### src/hdl/charge_session_controller_assert.svh
// ----------------------------------------------------------------------------
// Charge session controller assertion macros
// Clocked property forms shared by the session controller checks.
// ----------------------------------------------------------------------------
`ifndef CHARGE_SESSION_CONTROLLER_ASSERT_SVH
`define CHARGE_SESSION_CONTROLLER_ASSERT_SVH

// same-cycle implication, sampled on clk, quiet during reset
`define CSC_ASSERT_SAME(lbl, ante, cons) \
    lbl: assert property (@(posedge clk) disable iff (!rst_n) (ante) |-> (cons)) \
        else $error("charge session check failed");

// next-cycle implication, sampled on clk, quiet during reset
`define CSC_ASSERT_NEXT(lbl, ante, cons) \
    lbl: assert property (@(posedge clk) disable iff (!rst_n) (ante) |=> (cons)) \
        else $error("charge session check failed");

`endif

### src/hdl/csc_pkg.sv
// ----------------------------------------------------------------------------
// Charge session controller package
// Item types, session and sequencer codes, register indexes and reset values.
// ----------------------------------------------------------------------------
package csc_pkg;

    typedef struct packed {
        logic        charge_enabled;
        logic        plug_connected;
        logic        pilot_timed_out;
        logic        pilot_pwm_present;
        logic        fault_event;
        logic [15:0] highest_cell_mv;
        logic [11:0] advertised_current;
        logic [31:0] now_ms;
    } tick_t;

    typedef struct packed {
        logic [2:0]  session_state;
        logic        pilot_switch;
        logic        request_valid;
        logic [13:0] request_voltage;
        logic [11:0] request_current;
        logic        request_disable;
    } result_t;

    typedef enum logic [2:0] {
        SS_IDLE     = 3'd0,
        SS_WAITING  = 3'd1,
        SS_ACTIVE   = 3'd2,
        SS_FAULT    = 3'd3,
        SS_COMPLETE = 3'd4
    } sess_t;

    typedef enum logic [1:0] {
        CT_IDLE,
        CT_CALC,
        CT_HOLD
    } ctl_state_t;

    typedef enum logic [1:0] {
        TP_IDLE,
        TP_MUL,
        TP_DIV
    } tp_state_t;

    typedef struct packed {
        logic busy;
        logic done;
    } taper_stat_t;

    localparam int CFG_IDX_W  = 3;
    localparam int CFG_DATA_W = 16;

    localparam logic [CFG_IDX_W-1:0] CFG_MAX_CELL   = 3'd0;
    localparam logic [CFG_IDX_W-1:0] CFG_RAMP_CELL  = 3'd1;
    localparam logic [CFG_IDX_W-1:0] CFG_RAMP_RANGE = 3'd2;
    localparam logic [CFG_IDX_W-1:0] CFG_MIN_CUR    = 3'd3;
    localparam logic [CFG_IDX_W-1:0] CFG_CHG_VOLT   = 3'd4;
    localparam logic [CFG_IDX_W-1:0] CFG_TX_INTVL   = 3'd5;

    localparam logic [15:0] RST_MAX_CELL   = 16'd4200;
    localparam logic [15:0] RST_RAMP_CELL  = 16'd4100;
    localparam logic [15:0] RST_RAMP_RANGE = 16'd100;
    localparam logic [11:0] RST_MIN_CUR    = 12'd10;
    localparam logic [13:0] RST_CHG_VOLT   = 14'd0;
    localparam logic [15:0] RST_TX_INTVL   = 16'd1000;

    // taper arithmetic: 16 multiplier bits, 12 quotient bits, 28 bit product sum
    localparam int MUL_STEPS = 16;
    localparam int QUO_W     = 12;
    localparam int ACC_W     = 28;

endpackage

### src/hdl/csc_taper.sv
// ----------------------------------------------------------------------------
// Taper current unit
// Bit-serial (adv*e + min*d) / range: shift-add multiply then restoring divide.
// ----------------------------------------------------------------------------
module csc_taper
(
    input  logic                 clk,
    input  logic                 rst_n,
    input  logic                 start,
    input  logic [11:0]          adv,
    input  logic [11:0]          min_cur,
    input  logic [15:0]          e_span,
    input  logic [15:0]          d_span,
    input  logic [15:0]          range_mv,
    output csc_pkg::taper_stat_t stat,
    output logic [11:0]          quotient
);

    csc_pkg::tp_state_t state_reg, state_next;
    logic [3:0]  cnt_reg, cnt_next;
    logic        done_reg, done_next;
    logic [csc_pkg::ACC_W-1:0] acc_reg, acc_next;
    logic [15:0] e_reg, e_next;
    logic [15:0] d_reg, d_next;
    logic [15:0] range_reg, range_next;
    logic [11:0] adv_reg, adv_next;
    logic [11:0] min_reg, min_next;

    logic [csc_pkg::ACC_W-1:0] mul_sum;
    logic [16:0] trial;
    logic        ge;
    logic [16:0] rem_new;

    // next state
    always_comb
    begin
        state_next = state_reg;
        unique case (state_reg)
            csc_pkg::TP_IDLE:
            begin
                if (start)
                    state_next = csc_pkg::TP_MUL;
            end
            csc_pkg::TP_MUL:
            begin
                if (cnt_reg == 4'd0)
                    state_next = csc_pkg::TP_DIV;
            end
            csc_pkg::TP_DIV:
            begin
                if (cnt_reg == 4'd0)
                    state_next = csc_pkg::TP_IDLE;
            end
            default: state_next = csc_pkg::TP_IDLE;
        endcase
    end

    // outputs
    always_comb
    begin
        stat.busy = (state_reg != csc_pkg::TP_IDLE);
        stat.done = done_reg;
        quotient  = acc_reg[csc_pkg::QUO_W-1:0];
    end

    // datapath; acc holds {remainder, pending dividend / quotient bits} while dividing
    always_comb
    begin
        mul_sum = {acc_reg[csc_pkg::ACC_W-2:0], 1'b0}
                + (e_reg[15] ? {16'd0, adv_reg} : {csc_pkg::ACC_W{1'b0}})
                + (d_reg[15] ? {16'd0, min_reg} : {csc_pkg::ACC_W{1'b0}});
        trial   = {acc_reg[csc_pkg::ACC_W-1:csc_pkg::QUO_W], acc_reg[csc_pkg::QUO_W-1]};
        ge      = (trial >= {1'b0, range_reg});
        rem_new = ge ? (trial - {1'b0, range_reg}) : trial;

        acc_next   = acc_reg;
        cnt_next   = cnt_reg;
        e_next     = e_reg;
        d_next     = d_reg;
        range_next = range_reg;
        adv_next   = adv_reg;
        min_next   = min_reg;
        done_next  = 1'b0;

        unique case (state_reg)
            csc_pkg::TP_IDLE:
            begin
                if (start)
                begin
                    acc_next   = '0;
                    cnt_next   = 4'(csc_pkg::MUL_STEPS - 1);
                    e_next     = e_span;
                    d_next     = d_span;
                    range_next = range_mv;
                    adv_next   = adv;
                    min_next   = min_cur;
                end
            end
            csc_pkg::TP_MUL:
            begin
                acc_next = mul_sum;
                e_next   = {e_reg[14:0], 1'b0};
                d_next   = {d_reg[14:0], 1'b0};
                if (cnt_reg == 4'd0)
                    cnt_next = 4'(csc_pkg::QUO_W - 1);
                else
                    cnt_next = cnt_reg - 4'd1;
            end
            csc_pkg::TP_DIV:
            begin
                // quotient fits 12 bits, so the top 16 bits start below range
                acc_next = {rem_new[15:0], acc_reg[csc_pkg::QUO_W-2:0], ge};
                cnt_next = cnt_reg - 4'd1;
                if (cnt_reg == 4'd0)
                    done_next = 1'b1;
            end
            default: ;
        endcase
    end

    always_ff @(posedge clk or negedge rst_n)
    begin
        if (!rst_n)
        begin
            state_reg <= csc_pkg::TP_IDLE;
            cnt_reg   <= '0;
            done_reg  <= 1'b0;
        end
        else
        begin
            state_reg <= state_next;
            cnt_reg   <= cnt_next;
            done_reg  <= done_next;
        end
    end

    always_ff @(posedge clk)
    begin
        acc_reg   <= acc_next;
        e_reg     <= e_next;
        d_reg     <= d_next;
        range_reg <= range_next;
        adv_reg   <= adv_next;
        min_reg   <= min_next;
    end

endmodule

### src/hdl/charge_session_controller.sv
// ----------------------------------------------------------------------------
// Charge session controller
// Session state machine, request pacing and serial taper current per tick.
// ----------------------------------------------------------------------------
//  channel   handshake              payload
//  tick      tick_valid/tick_ready  tick (csc_pkg::tick_t)
//  res       res_valid/res_ready    res (csc_pkg::result_t)
//  cfg       cfg_valid/cfg_ready    cfg_index, cfg_data
//
//  A tick without a taper calculation moves its result item from the pending
//  register to the output register; the next tick can be accepted once it is loaded.
//  A tapered request runs 16 shift-add multiply steps and 12 restoring divide
//  steps in csc_taper before the quotient is written into the pending result.
//  One tick is in flight at a time; a result waiting in the output register
//  does not stop the next tick being accepted, but that tick's result then
//  holds tick_ready low until the output register frees. No clearing pass.
// ----------------------------------------------------------------------------
`include "charge_session_controller_assert.svh"

module charge_session_controller
(
    input  logic                             clk,
    input  logic                             rst_n,
    input  logic                             tick_valid,
    output logic                             tick_ready,
    input  csc_pkg::tick_t                   tick,
    output logic                             res_valid,
    input  logic                             res_ready,
    output csc_pkg::result_t                 res,
    input  logic                             cfg_valid,
    output logic                             cfg_ready,
    input  logic [csc_pkg::CFG_IDX_W-1:0]    cfg_index,
    input  logic [csc_pkg::CFG_DATA_W-1:0]   cfg_data
);

    // configuration
    logic [15:0] max_cell_reg;
    logic [15:0] ramp_cell_reg;
    logic [15:0] ramp_range_reg;
    logic [11:0] min_cur_reg;
    logic [13:0] chg_volt_reg;
    logic [15:0] tx_intvl_reg;

    // session state
    csc_pkg::sess_t sess_reg, sess_next;
    logic           sw_reg, sw_next;
    logic [31:0]    last_reg, last_next;

    csc_pkg::ctl_state_t ctl_reg, ctl_next;
    csc_pkg::result_t    pend_reg, pend_next;
    csc_pkg::result_t    res_reg, res_next;
    logic                res_valid_reg, res_valid_next;

    logic accept;
    logic load_out;
    logic out_free;
    logic taper_start;

    // tick evaluation
    logic           usable;
    csc_pkg::sess_t sess_eff;
    logic           rq_valid, rq_dis, rq_cur_needed;
    logic [13:0]    rq_volt;
    logic [11:0]    rq_cur;
    logic           need_taper;
    logic [31:0]    elapsed;
    logic [15:0]    over_mv;
    logic [15:0]    d_span;
    logic [15:0]    e_span;

    csc_pkg::taper_stat_t tstat;
    logic [11:0]          quotient;

    assign cfg_ready = 1'b1;
    assign accept    = tick_valid && tick_ready;
    assign out_free  = !res_valid_reg || res_ready;

    always_ff @(posedge clk or negedge rst_n)
    begin
        if (!rst_n)
        begin
            max_cell_reg   <= csc_pkg::RST_MAX_CELL;
            ramp_cell_reg  <= csc_pkg::RST_RAMP_CELL;
            ramp_range_reg <= csc_pkg::RST_RAMP_RANGE;
            min_cur_reg    <= csc_pkg::RST_MIN_CUR;
            chg_volt_reg   <= csc_pkg::RST_CHG_VOLT;
            tx_intvl_reg   <= csc_pkg::RST_TX_INTVL;
        end
        else if (cfg_valid && cfg_ready)
        begin
            unique case (cfg_index)
                csc_pkg::CFG_MAX_CELL:   max_cell_reg   <= cfg_data;
                csc_pkg::CFG_RAMP_CELL:  ramp_cell_reg  <= cfg_data;
                csc_pkg::CFG_RAMP_RANGE: ramp_range_reg <= cfg_data;
                csc_pkg::CFG_MIN_CUR:    min_cur_reg    <= cfg_data[11:0];
                csc_pkg::CFG_CHG_VOLT:   chg_volt_reg   <= cfg_data[13:0];
                csc_pkg::CFG_TX_INTVL:   tx_intvl_reg   <= cfg_data;
                default: ;
            endcase
        end
    end

    always_comb
    begin
        usable   = tick.plug_connected && !tick.pilot_timed_out && tick.pilot_pwm_present;
        sess_eff = tick.fault_event ? csc_pkg::SS_FAULT : sess_reg;
        elapsed  = tick.now_ms - last_reg;

        sess_next     = sess_reg;
        sw_next       = sw_reg;
        last_next     = last_reg;
        rq_valid      = 1'b0;
        rq_dis        = 1'b0;
        rq_volt       = '0;
        rq_cur_needed = 1'b0;

        if (tick.charge_enabled)
        begin
            unique case (sess_eff)
                csc_pkg::SS_IDLE:
                begin
                    sw_next   = 1'b0;
                    rq_valid  = 1'b1;
                    rq_dis    = 1'b1;
                    sess_next = usable ? csc_pkg::SS_WAITING : csc_pkg::SS_IDLE;
                end
                csc_pkg::SS_WAITING:
                begin
                    if (!usable)
                        sess_next = csc_pkg::SS_IDLE;
                    else
                    begin
                        sw_next   = 1'b1;
                        sess_next = csc_pkg::SS_ACTIVE;
                    end
                end
                csc_pkg::SS_ACTIVE:
                begin
                    sess_next = csc_pkg::SS_ACTIVE;
                    if (!usable)
                        sess_next = csc_pkg::SS_IDLE;
                    else if (tick.highest_cell_mv > max_cell_reg)
                        sess_next = csc_pkg::SS_COMPLETE;
                    else if (elapsed >= {16'd0, tx_intvl_reg})
                    begin
                        rq_valid      = 1'b1;
                        rq_volt       = chg_volt_reg;
                        rq_cur_needed = 1'b1;
                        last_next     = tick.now_ms;
                    end
                end
                default:
                begin
                    // fault and complete latch until reset
                    sess_next = sess_eff;
                    sw_next   = 1'b0;
                    rq_valid  = 1'b1;
                    rq_dis    = 1'b1;
                end
            endcase
        end
    end

    // taper operands: d = min(v - ramp, range), e = range - d
    always_comb
    begin
        over_mv    = tick.highest_cell_mv - ramp_cell_reg;
        d_span     = (over_mv > ramp_range_reg) ? ramp_range_reg : over_mv;
        e_span     = ramp_range_reg - d_span;
        need_taper = 1'b0;
        rq_cur     = '0;
        if (rq_cur_needed)
        begin
            if (tick.highest_cell_mv <= ramp_cell_reg)
                rq_cur = tick.advertised_current;
            else if (ramp_range_reg == 16'd0)
                rq_cur = min_cur_reg;
            else
                need_taper = 1'b1;
        end
    end

    csc_taper u_taper
    (
        .clk      (clk),
        .rst_n    (rst_n),
        .start    (taper_start),
        .adv      (tick.advertised_current),
        .min_cur  (min_cur_reg),
        .e_span   (e_span),
        .d_span   (d_span),
        .range_mv (ramp_range_reg),
        .stat     (tstat),
        .quotient (quotient)
    );

    // sequencer next state
    always_comb
    begin
        ctl_next = ctl_reg;
        unique case (ctl_reg)
            csc_pkg::CT_IDLE:
            begin
                if (accept)
                    ctl_next = need_taper ? csc_pkg::CT_CALC : csc_pkg::CT_HOLD;
            end
            csc_pkg::CT_CALC:
            begin
                if (tstat.done)
                    ctl_next = csc_pkg::CT_HOLD;
            end
            csc_pkg::CT_HOLD:
            begin
                if (out_free)
                    ctl_next = csc_pkg::CT_IDLE;
            end
            default: ctl_next = csc_pkg::CT_IDLE;
        endcase
    end

    // sequencer outputs
    always_comb
    begin
        tick_ready  = (ctl_reg == csc_pkg::CT_IDLE);
        taper_start = (ctl_reg == csc_pkg::CT_IDLE) && tick_valid && need_taper;
        load_out    = (ctl_reg == csc_pkg::CT_HOLD) && out_free;
    end

    always_comb
    begin
        pend_next = pend_reg;
        if (accept)
        begin
            pend_next.session_state   = sess_next;
            pend_next.pilot_switch    = sw_next;
            pend_next.request_valid   = rq_valid;
            pend_next.request_voltage = rq_volt;
            pend_next.request_current = rq_cur;
            pend_next.request_disable = rq_dis;
        end
        else if (ctl_reg == csc_pkg::CT_CALC && tstat.done)
            pend_next.request_current = quotient;

        res_next       = load_out ? pend_reg : res_reg;
        res_valid_next = load_out || (res_valid_reg && !res_ready);
    end

    always_ff @(posedge clk or negedge rst_n)
    begin
        if (!rst_n)
        begin
            ctl_reg       <= csc_pkg::CT_IDLE;
            sess_reg      <= csc_pkg::SS_IDLE;
            sw_reg        <= 1'b0;
            last_reg      <= '0;
            res_valid_reg <= 1'b0;
        end
        else
        begin
            ctl_reg       <= ctl_next;
            res_valid_reg <= res_valid_next;
            if (accept)
            begin
                sess_reg <= sess_next;
                sw_reg   <= sw_next;
                last_reg <= last_next;
            end
        end
    end

    always_ff @(posedge clk)
    begin
        pend_reg <= pend_next;
        res_reg  <= res_next;
    end

    assign res_valid = res_valid_reg;
    assign res       = res_reg;

    `CSC_ASSERT_SAME(a_ready_taper_idle, tick_ready, !tstat.busy)
    `CSC_ASSERT_SAME(a_done_in_calc, tstat.done, ctl_reg == csc_pkg::CT_CALC)
    `CSC_ASSERT_NEXT(a_fault_sticky, sess_reg == csc_pkg::SS_FAULT,
                     sess_reg == csc_pkg::SS_FAULT)
    `CSC_ASSERT_SAME(a_no_request_zero, res_valid && !res.request_valid,
                     res.request_current == 12'd0 && res.request_voltage == 14'd0
                     && !res.request_disable)

endmodule
### config.mk
export PLATFORM = sky130hd
export DESIGN_NAME = charge_session_controller
export DESIGN_NICKNAME = d
export VERILOG_FILES = /design/src/hdl/csc_pkg.sv /design/src/hdl/csc_taper.sv /design/src/hdl/charge_session_controller.sv
export VERILOG_INCLUDE_DIRS = /design/src /design/src/hdl
export SDC_FILE = /design/constraint.sdc
export NUM_CORES = 1
export LEC_CHECK = 0
export BUFFER_PORTS_ARGS = -buffer_cell sky130_fd_sc_hd__buf_2
export CAP_MARGIN = 10
export CORE_MARGIN = 2
export CORE_UTILIZATION = 45
export DETAILED_ROUTE_END_ITERATION = 12
export PLACE_DENSITY = 0.69
export SYNTH_ARGS = -nofsm -noshare
export SYNTH_HDL_FRONTEND = slang
export SYNTH_SLANG_ARGS = --single-unit
### constraint.sdc
create_clock -name clk -period 16.9 [get_ports clk]
set_input_delay 1.69 -clock clk [delete_from_list [all_inputs] [get_ports clk]]
set_output_delay 1.69 -clock clk [all_outputs]
set_load 0.02 [all_outputs]
Word-level counts from Yosys, hierarchy flattened
Cells that the tools add are included.
W data, S select, Z words.
{ "classes": {"bitwise_logic": 5, "n_reduce_logical": 35, "addsub": 7, "order_cmp": 5, "eq_ne": 17, "muxes": 49} }
{ "op_table": {"columns": ["cell", "count"], "rows": [
  ["$mux W12", 7],
  ["$pmux W28 S3", 1],
  ["$mux W16", 4],
  ["$pmux W16 S2", 2],
  ["$add A28 B28 Y28", 2],
  ["$sub A16 B16 Y16", 3],
  ["$ge A32 B16 Y1", 1],
  ["$gt A16 B16 Y1", 2],
  ["$sub A32 B32 Y32", 1],
  ["$mux W28", 1],
  ["$reduce_and A2 Y1", 9],
  ["$ge A17 B16 Y1", 1],
  ["$le A16 B16 Y1", 1],
  ["$logic_not A16 Y1", 1],
  ["$mux W2", 8],
  ["$mux W1", 14],
  ["$mux W3", 4],
  ["$pmux W2 S3", 2],
  ["$pmux W4 S3", 1],
  ["$eq A3 B2 Y1 const B", 3],
  ["$pmux W3 S3", 1],
  ["$mux W4", 2],
  ["$ne A2 B1 Y1 const B", 4],
  ["$logic_and A1 B1 Y1", 7],
  ["19 further kinds", 36]
]} }
{ "word_totals": {"output_inout_bits": 35, "elab_cells": 150, "register_bits": 300, "inputBits": 89} }

Longest topological paths before layout
Gate-level depths: netlist of the first run.
{ "logic_depth": {"ltp_word": 11, "depth_mapped": 35, "depth_no_buf": 33} }

Cells and area by module
A second synthesis of the first run with hierarchy kept.
{ "unflattened": {"cells_unflattened": 1824, "hier_area_um2": 18989.5} }
{ "by_module_without_submodules": {"columns": ["mod", "instances", "seq_area_each_um2", "area_each_um2", "cells_each"], "rows": [
  ["charge_session_controller", 1, 5171.2, 12453.2, 1263],
  ["csc_taper", 1, 3178.0, 6536.3, 561]
]} }

Least setup slack after synthesis of the first run
Ideal clock, no wire load.
{ "synth_timing": {"path_kind": "input-to-reg", "from": "input port tick[44] (netlist name)", "to": "register u_taper.e_reg[14] (data pin)", "path_buffers": 3, "path_slack_ps": 8020, "setup_ps": 259, "stages": 35, "required_ps": 16641, "t_arrival_ps": 8621, "path_cell_list": "inv_1 ha_1 fa_1 nand2b_1 a21oi_1 a311oi_1 o31ai_1 a21oi_1 o21bai_1 a21oi_1 o21bai_1 a21oi_1 xnor2_1 ha_1 and4_1 nand3_1 or3_1 o21ai_0 clkbuf_1 clkbuf_1 buf_1 a21oi_1 ha_1 fa_1 inv_1 a21oi_1 maj3_2 maj3_2 a21o_1 a311oi_2 nand4_1 nand3_1 o21ai_2 o2111a_1 a211o_1"} }
{ "synth_via": {"elab_chain_len": 6} }
{ "synth_rtl": {"columns": ["item", "line_no", "text"], "rows": [
  ["start: declaration", "charge_session_controller.sv:26", "input csc_pkg::tick_t tick,"],
  ["$sub A16 B16 Y16 *", "charge_session_controller.sv:167", "over_mv = tick.highest_cell_mv - ramp_cell_reg;"],
  ["$gt A16 B16 Y1", "charge_session_controller.sv:168", "d_span = (over_mv > ramp_range_reg) ? ramp_range_reg : over_mv;"],
  ["$mux W16 *", "charge_session_controller.sv:168", null],
  ["named net d_span[0]", "charge_session_controller.sv:68", "logic [15:0] d_span;"],
  ["$sub A16 B16 Y16 *", "charge_session_controller.sv:169", "e_span = ramp_range_reg - d_span;"],
  ["$mux W16 *", "csc_taper.sv:88", "if (start)"],
  ["$pmux W16 S2 *", "csc_taper.sv:85", "unique case (state_reg)"],
  ["named net u_taper.e_next[14]", "csc_taper.sv:23", "logic [15:0] e_reg, e_next;"],
  ["end signal: assignment", "csc_taper.sv:140", "e_reg <= e_next;"],
  ["end: declaration", "csc_taper.sv:23", null]
]} }
The timed path passes the listed nets; every way through them passes the cells marked *. The select of a mux whose other input is x is not followed.
A chain may end at the register's enable or synchronous reset.

Final worst setup path of the first run
Same ends and word-level chain as after synthesis.

==> results of run 1 <==
==> final cells by class <==
cell class                      instances  area, µm²
Clock inverter                         17        206
Sequential cell                       300       8350
Tap cell                              532        666
Clock buffer                           48       1020
Fill cell                            3680      19900
Timing Repair Buffer                  134        707
Inverter                              191        717
Multi-Input combinational cell       1287       9480
==> worst max-delay path by stage <==
stage	startpoint	end	slack (ns)	cells after the start
after CTS	tick[44]	u_taper.e_reg[14]	8.51	34
after global placement	tick[44]	u_taper.e_reg[14]	8.17	34
after global routing	tick[44]	u_taper.e_reg[14]	7.83	35
after floorplan	tick[44]	u_taper.e_reg[14]	8.02	35
final	tick[44]	u_taper.e_reg[14]	8.40	34
after detailed placement	tick[44]	u_taper.e_reg[14]	7.96	34
==> critical path, delay by kind of cell <==
family,cells,cell delay (ns)
adders and majority gates,7,2.28
AOI/OAI and AO/OA,16,2.92
buffers and inverters,4,0.54
xor gates and xnor gates,1,0.17
and+or+nand+nor,6,1.19
==> synthesized netlist by cell type (24+ instances only) <==
cell type    n  area (µm²)
and2_1      26         163
nand2_1    179         672
xnor2_1     42         368
inv_1      189         709
a21oi_1     96         480
nand3_1     30         150
xor2_1      31         272
nor2b_1     32         200
mux2_4      26         390
clkbuf_1    50         188
ha_1       136        1700
edfxtp_1   164        4920
dfrtp_1    119        2980
nand4_1     24         150
mux2_2      63         709
o21ai_0    135         676
a21o_1      56         420
nor2_1      79         297
==> layout by cell type (no fill, tap or decap), types with 24 or more instances in the layout <==
| cell type | Yosys | final |
|---|---|---|
| xnor2_1 | 42 | 42 |
| nor2b_1 | 32 | 31 |
| xor2_1 | 31 | 31 |
| buf_2 | 4 | 121 |
| ha_1 | 136 | 135 |
| mux2_4 | 26 | 26 |
| dfrtp_1 | 119 | 119 |
| a21oi_1 | 96 | 96 |
| clkbuf_16 | 0 | 37 |
| a21o_1 | 56 | 56 |
| o21ai_0 | 135 | 134 |
| nand2_1 | 179 | 179 |
| mux2_2 | 63 | 63 |
| and2_1 | 26 | 26 |
| nor2_1 | 79 | 79 |
| inv_1 | 189 | 189 |
| nand4_1 | 24 | 24 |
| edfxtp_1 | 164 | 164 |
| nand3_1 | 30 | 30 |
==> routing by layer <==
metal	up-vias	global-route usage (%)	wire, µm
li1	6847	-	-
met1	6833	29.4	21500
met2	372	34.6	21200
met3	80	3.65	2330
met4	0	7.02	1330
met5	-	0	0
==> kinds of logic after synthesis <==
family,count (synthesis)
compound gates,480
xor+xnor,74
fa+ha+maj,156
buf+inv,256
flops,300
mux,107
other cells,1
simple gates,469
==> per-stage QoR <==
stage	hold slack (ns)	std cells	util [%]	area, µm²	power (mW)
finish	0.418	2509	51.5	21100	2.75
global route	0.421	2509	51.5	21100	2.92
CTS	0.420	2509	51.5	21100	2.76
detailed placement	0.405	2444	48.6	19900	1.95
global placement	0.402	2444	48.6	19900	1.92
floorplan	0.400	1843	-	18800	1.69
==> report_power, final <==
group / switching (mW) / internal, mW / total (mW) / leakage (nW)
Clock: 0.315 / 0.486 / 0.801 / 0.600
Combinational: 0.588 / 0.396 / 0.984 / 5.19
Sequential: 0.0601 / 0.903 / 0.963 / 3.21
Total: 0.963 / 1.79 / 2.75 / 8.99
==> metrics.md, run 1 <==
| Metric | Value |
|---|---|
| Outcome | `finished, final reports clean` |
| Final setup vio count | `0` |
| Pre-Repair DR Iteration Count | `5` |
| Share of flip-flops with an asynchronous set or reset | `45.3%` |
| ANT cells | `0` |
| CP dominant cell by count | `a21oi_1` |
| Max-slew violation count | `0` |
| CTS tree | `done` |
| Io pins | `124` |
| DIE AREA | `43,400 µm²` |
| WHS Endpoint | `res[25]` |
| Chip height | `208 µm` |
| Final Skew | `0.0300 ns` |
| Syn_nets | `2,084` |
| FF-to-FF Start | `ramp_cell_reg[0]` |
| Final antenna-violating net count | `0` |
| Chip Width | `208 µm` |
| Row Count | `74` |
| Layout cell share with drive strength beyond 1 | `16.9%` |
| Initial Util | `45.8%` |
| Worst IR Drop VDD | `0.0796 mV` |
| Period Utilization, post-route | `50.3%` |
| Post-CTS setup buffer count | `0` |
| Starting DRT DRC Count | `975` |
| Area grow syn2layout | `12.5%` |
| Lkg Pwr | `8.99 nW` |
| WL final | `46,400 µm` |
| Setup WS post-layout | `8.40 ns` |
| RePlAce Congestion | `0.931` |
| Mux contribution to synthesized area | `6.82%` |
| Cell Pwr Density | `130 nW/µm²` |
| Post-Synthesis Cells | `1,843` |
| Later-pin clock latency in the skew report | `0.56 ns` |
| Critical Path AT | `8.78 ns` |
| Hold buffer count at CTS | `0` |
| Setup TNS | `0 ns` |
| Setup CP Type | `input port to register` |
| Via/cell ratio | `5.63` |
| Final HPWL DP | `34,200 µm` |
| Antenna violations before repair | `1` |
| Compound-cell area share of the yosys netlist | `16.8%` |
| Hold path startpoint | `pend_reg[25]` |
| Clock Tree Buf Depth | `3` |
| Largest family of logic cells by synthesized area | `compound AO/OA/AOI/OAI gates` |
| Seq cells post-synth | `300` |
| Largest net degree at the start of global routing | `81` |
| Slew HR | `22.0%` |
| Fin nets | `2,191` |
| DRC Markers | `0` |
| Clk slew on worst S/H paths | `0.06 ns` |
| CTS root buffer | `clkbuf_16` |
| Post-Synth Adder-Cell Area | `11.0%` |
| Startpoint Class | `input port` |
| Number of global-route vias before repair | `14,137` |
| Cell Area, Synth | `18,800 µm²` |
| Final hold violation count | `0` |
| GRT Overall Usage | `21.5%` |
| Seq/Total Area, Yosys | `44.4%` |
| Reg2reg setup slack | `9.29 ns` |
| YS warnings | `0` |
| Routed len/inst | `18.5 µm` |
| Vias | `14,132` |
| Crit end category | `register` |
| Cts bufs inserted | `36` |
| Min-delay worst type | `register to register` |
| RSZ-0062 raised after global routing | `false` |
| Synth cell types | `91` |
| CTS H-tree lvls | `2` |
| Post-Synth XOR/XNOR Area | `3.49%` |
| Synth Area in Simple Gates | `12.2%` |
| Synth Flop Type | `edfxtp_1` |
| Post-CTS sizing | `0` |
| Total congestion overflow | `0` |
| MaxCap Viol Count | `0` |
| Worst path max stage delay | `0.42 ns` |
| First-pass GRT wire length | `74,800 µm` |
| Worst Tran Pin Value | `1.16 ns` |
| CTS Sinks | `300` |
| R2R depth | `32` |
| Critical path fanouts, max | `29` |
| Slowest CP cell | `fa_1` |
| Worst Hold Depth | `0` |
| RR Endpoint | `u_taper.e_reg[14]` |
| Core area | `41,000 µm²` |
| Post-synth EDFFs | `164` |
| Syn_area_per_cell | `10.2 µm²` |
| Fmax | `118 MHz` |
| CP Data Required Time | `17.18 ns` |
| I/O Buffers | `122` |
| Pre-CTS setup slack | `7.96 ns` |
| Post-route minimum period | `8.50 ns` |
(Power assumes the default switching activity.)
==> inputs of run 2 (changes only) <==
- clock period: 16.9 -> 7.85 ns (I/O delays scaled with it)
==> metrics.md, run 2 (same netlist as run 1, synthesis figures left out) <==
| Metric | Value |
|---|---|
| Area grow syn2layout | `12.5%` |
| Fmax | `140 MHz` |
| Final Skew | `0.0157 ns` |
| Sw Share | `35.0%` |
| Via/cell ratio | `5.65` |
| Internal | `3.83 mW` |
| Setup CP Type | `register to register` |
| Vias | `14,181` |
| Final antenna-violating net count | `0` |
| Setup TNS | `0 ns` |
| Critical Path AT | `7.42 ns` |
| CTS root buffer | `clkbuf_16` |
| Crit end category | `register` |
| WL final | `46,400 µm` |
| FF-to-FF Start | `ramp_cell_reg[0]` |
| Slew HR | `22.5%` |
| Min-delay worst type | `input port to asynchronous set/reset pin` |
| Hold WS | `0.303 ns` |
| Total congestion overflow | `0` |
| Pre-Repair DR Iteration Count | `5` |
| Worst path max stage delay | `0.44 ns` |
| Routed len/inst | `18.5 µm` |
| GRT Overall Usage | `21.6%` |
| Final setup vio count | `0` |
| CTS tree | `done` |
| Post-CTS sizing | `0` |
| RePlAce Congestion | `0.912` |
| Row Count | `74` |
| Multi-input logic area | `9480 µm²` |
| Later-pin clock latency in the skew report | `0.54 ns` |
| Clk slew on worst S/H paths | `0.06 ns` |
| Pwr Total | `5.89 mW` |
| Worst Tran Pin Value | `1.16 ns` |
| CP dominant cell by count | `a21oi_1` |
| Register share of total power | `35.2%` |
| Largest net degree at the start of global routing | `81` |
| DRC Markers | `0` |
| Final HPWL DP | `34,400 µm` |
| Startpoint Class | `register` |
| I/O Buffers | `122` |
| Slowest CP cell | `fa_1` |
| DIE AREA | `43,400 µm²` |
| MaxCap Viol Count | `0` |
| Cts bufs inserted | `35` |
| Fill cells | `3,720` |
| Clock group share of total power | `28.5%` |
| Worst IR Drop VDD | `0.170 mV` |
| Max-slew violation count | `0` |
| Core area | `41,000 µm²` |
| CTS Sinks | `300` |
| Initial Util | `45.8%` |
| Setup WS post-layout | `0.711 ns` |
| Fin nets | `2,195` |
| Outcome | `finished, final reports clean` |
| Starting DRT DRC Count | `907` |
| Post-CTS setup buffer count | `0` |
| Antenna violations before repair | `0` |
| Pre-CTS setup slack | `0.178 ns` |
| Leading cell type in the layout, fill and taps excluded | `inv_1` |
| R2R depth | `32` |
| RSZ-0062 raised after global routing | `false` |
| RR Endpoint | `u_taper.e_reg[14]` |
| Layout cell share with drive strength beyond 1 | `17.1%` |
| CTS H-tree lvls | `2` |
| Chip height | `208 µm` |
| Comb pwr share | `36.4%` |
| Period Utilization, post-route | `90.9%` |
| CP Data Required Time | `8.13 ns` |
| Io pins | `124` |
| Number of global-route vias before repair | `14,341` |
| Register Area | `8350 µm²` |
| Cell Pwr Density | `279 nW/µm²` |
| Chip Width | `208 µm` |
| Most frequent cells in the layout | `189 x inv_1, 179 x nand2_1, 164 x edfxtp_1` |
| Clock Tree Buf Depth | `3` |
| Critical path fanouts, max | `6` |
| Final hold violation count | `0` |
| Post-route minimum period | `7.14 ns` |
| Reg2reg setup slack | `0.71 ns` |
| Hold buffer count at CTS | `0` |
| Lkg Pwr | `8.99 nW` |
| Net switching power | `2.06 mW` |
| First-pass GRT wire length | `75,400 µm` |
## run 2: cell count changes in the layout (fill, tap and decap cells not counted)
cell,change
diode_2,+1
clkbuf_16,-2
clkinvlp_4,+3
clkinv_8,+1
clkinv_1,-1
clkbuf_1,-2
inv_6,-1
clkinv_4,-1
buf_4,+5
## run 2: worst max path at each step
stage	startpoint	cells after the start	end	slack [ns]
floorplan	tick[44]	35	u_taper.e_reg[14]	0.03
global placement	tick[44]	33	u_taper.e_reg[14]	0.44
detailed placement	tick[44]	34	u_taper.e_reg[14]	0.18
CTS	ramp_cell_reg[0]	32	u_taper.e_reg[14]	0.70
global route	ramp_cell_reg[0]	32	u_taper.e_reg[14]	0.31
finish	ramp_cell_reg[0]	32	u_taper.e_reg[14]	0.71
## run 2: final cells by class
| type | instances | share of cell area (%) |
|---|---|---|
| Antenna cell | 1 | 0.0118 |
| Clock buffer | 44 | 4.54 |
| Clock inverter | 18 | 1.06 |
| Inverter | 191 | 3.39 |
| Multi-Input combinational cell | 1287 | 44.8 |
| Sequential cell | 300 | 39.5 |
| Tap cell | 532 | 3.15 |
| Timing Repair Buffer | 139 | 3.52 |
## run 2: through the flow
stage,std cells,util (%),area [µm²]
after floorplan,1843,-,18800
after global placement,2449,48.6,20000
after detailed placement,2449,48.6,20000
after CTS,2511,51.5,21100
after global routing,2511,51.5,21100
final,2512,51.5,21100
## run 2: power groups by stage
stage	Combinational (mW)	Sequential [mW]	Clock (mW)
floorplan	1.57	2.07	0
global placement	2.06	2.09	0
detailed placement	2.12	2.10	0
CTS	2.13	2.07	1.72
global route	2.40	2.09	1.78
finish	2.14	2.07	1.68
## run 2: metal layers
metal  share of wire (%)  track usage (%)  routed length [µm]  vias to the layer above
li1                    -                -                   -                     6855
met1                  46             29.4               21300                     6921
met2                  46             35.5               21400                      336
met3                 5.4             3.64                2500                       69
met4                 2.6             6.43                1220                        0
met5                   0                0                   0                        -
## run 2: critical path, delay by kind of cell, from the launching register on
kind | cells | cell delay (ns)
flip-flops | 1 | 0.39
buffers and inverters | 2 | 0.17
XOR/XNOR | 1 | 0.17
AO/OA/AOI/OAI | 16 | 2.81
AND/OR/NAND/NOR | 7 | 1.27
adder cells (fa/ha/maj) | 6 | 2.06
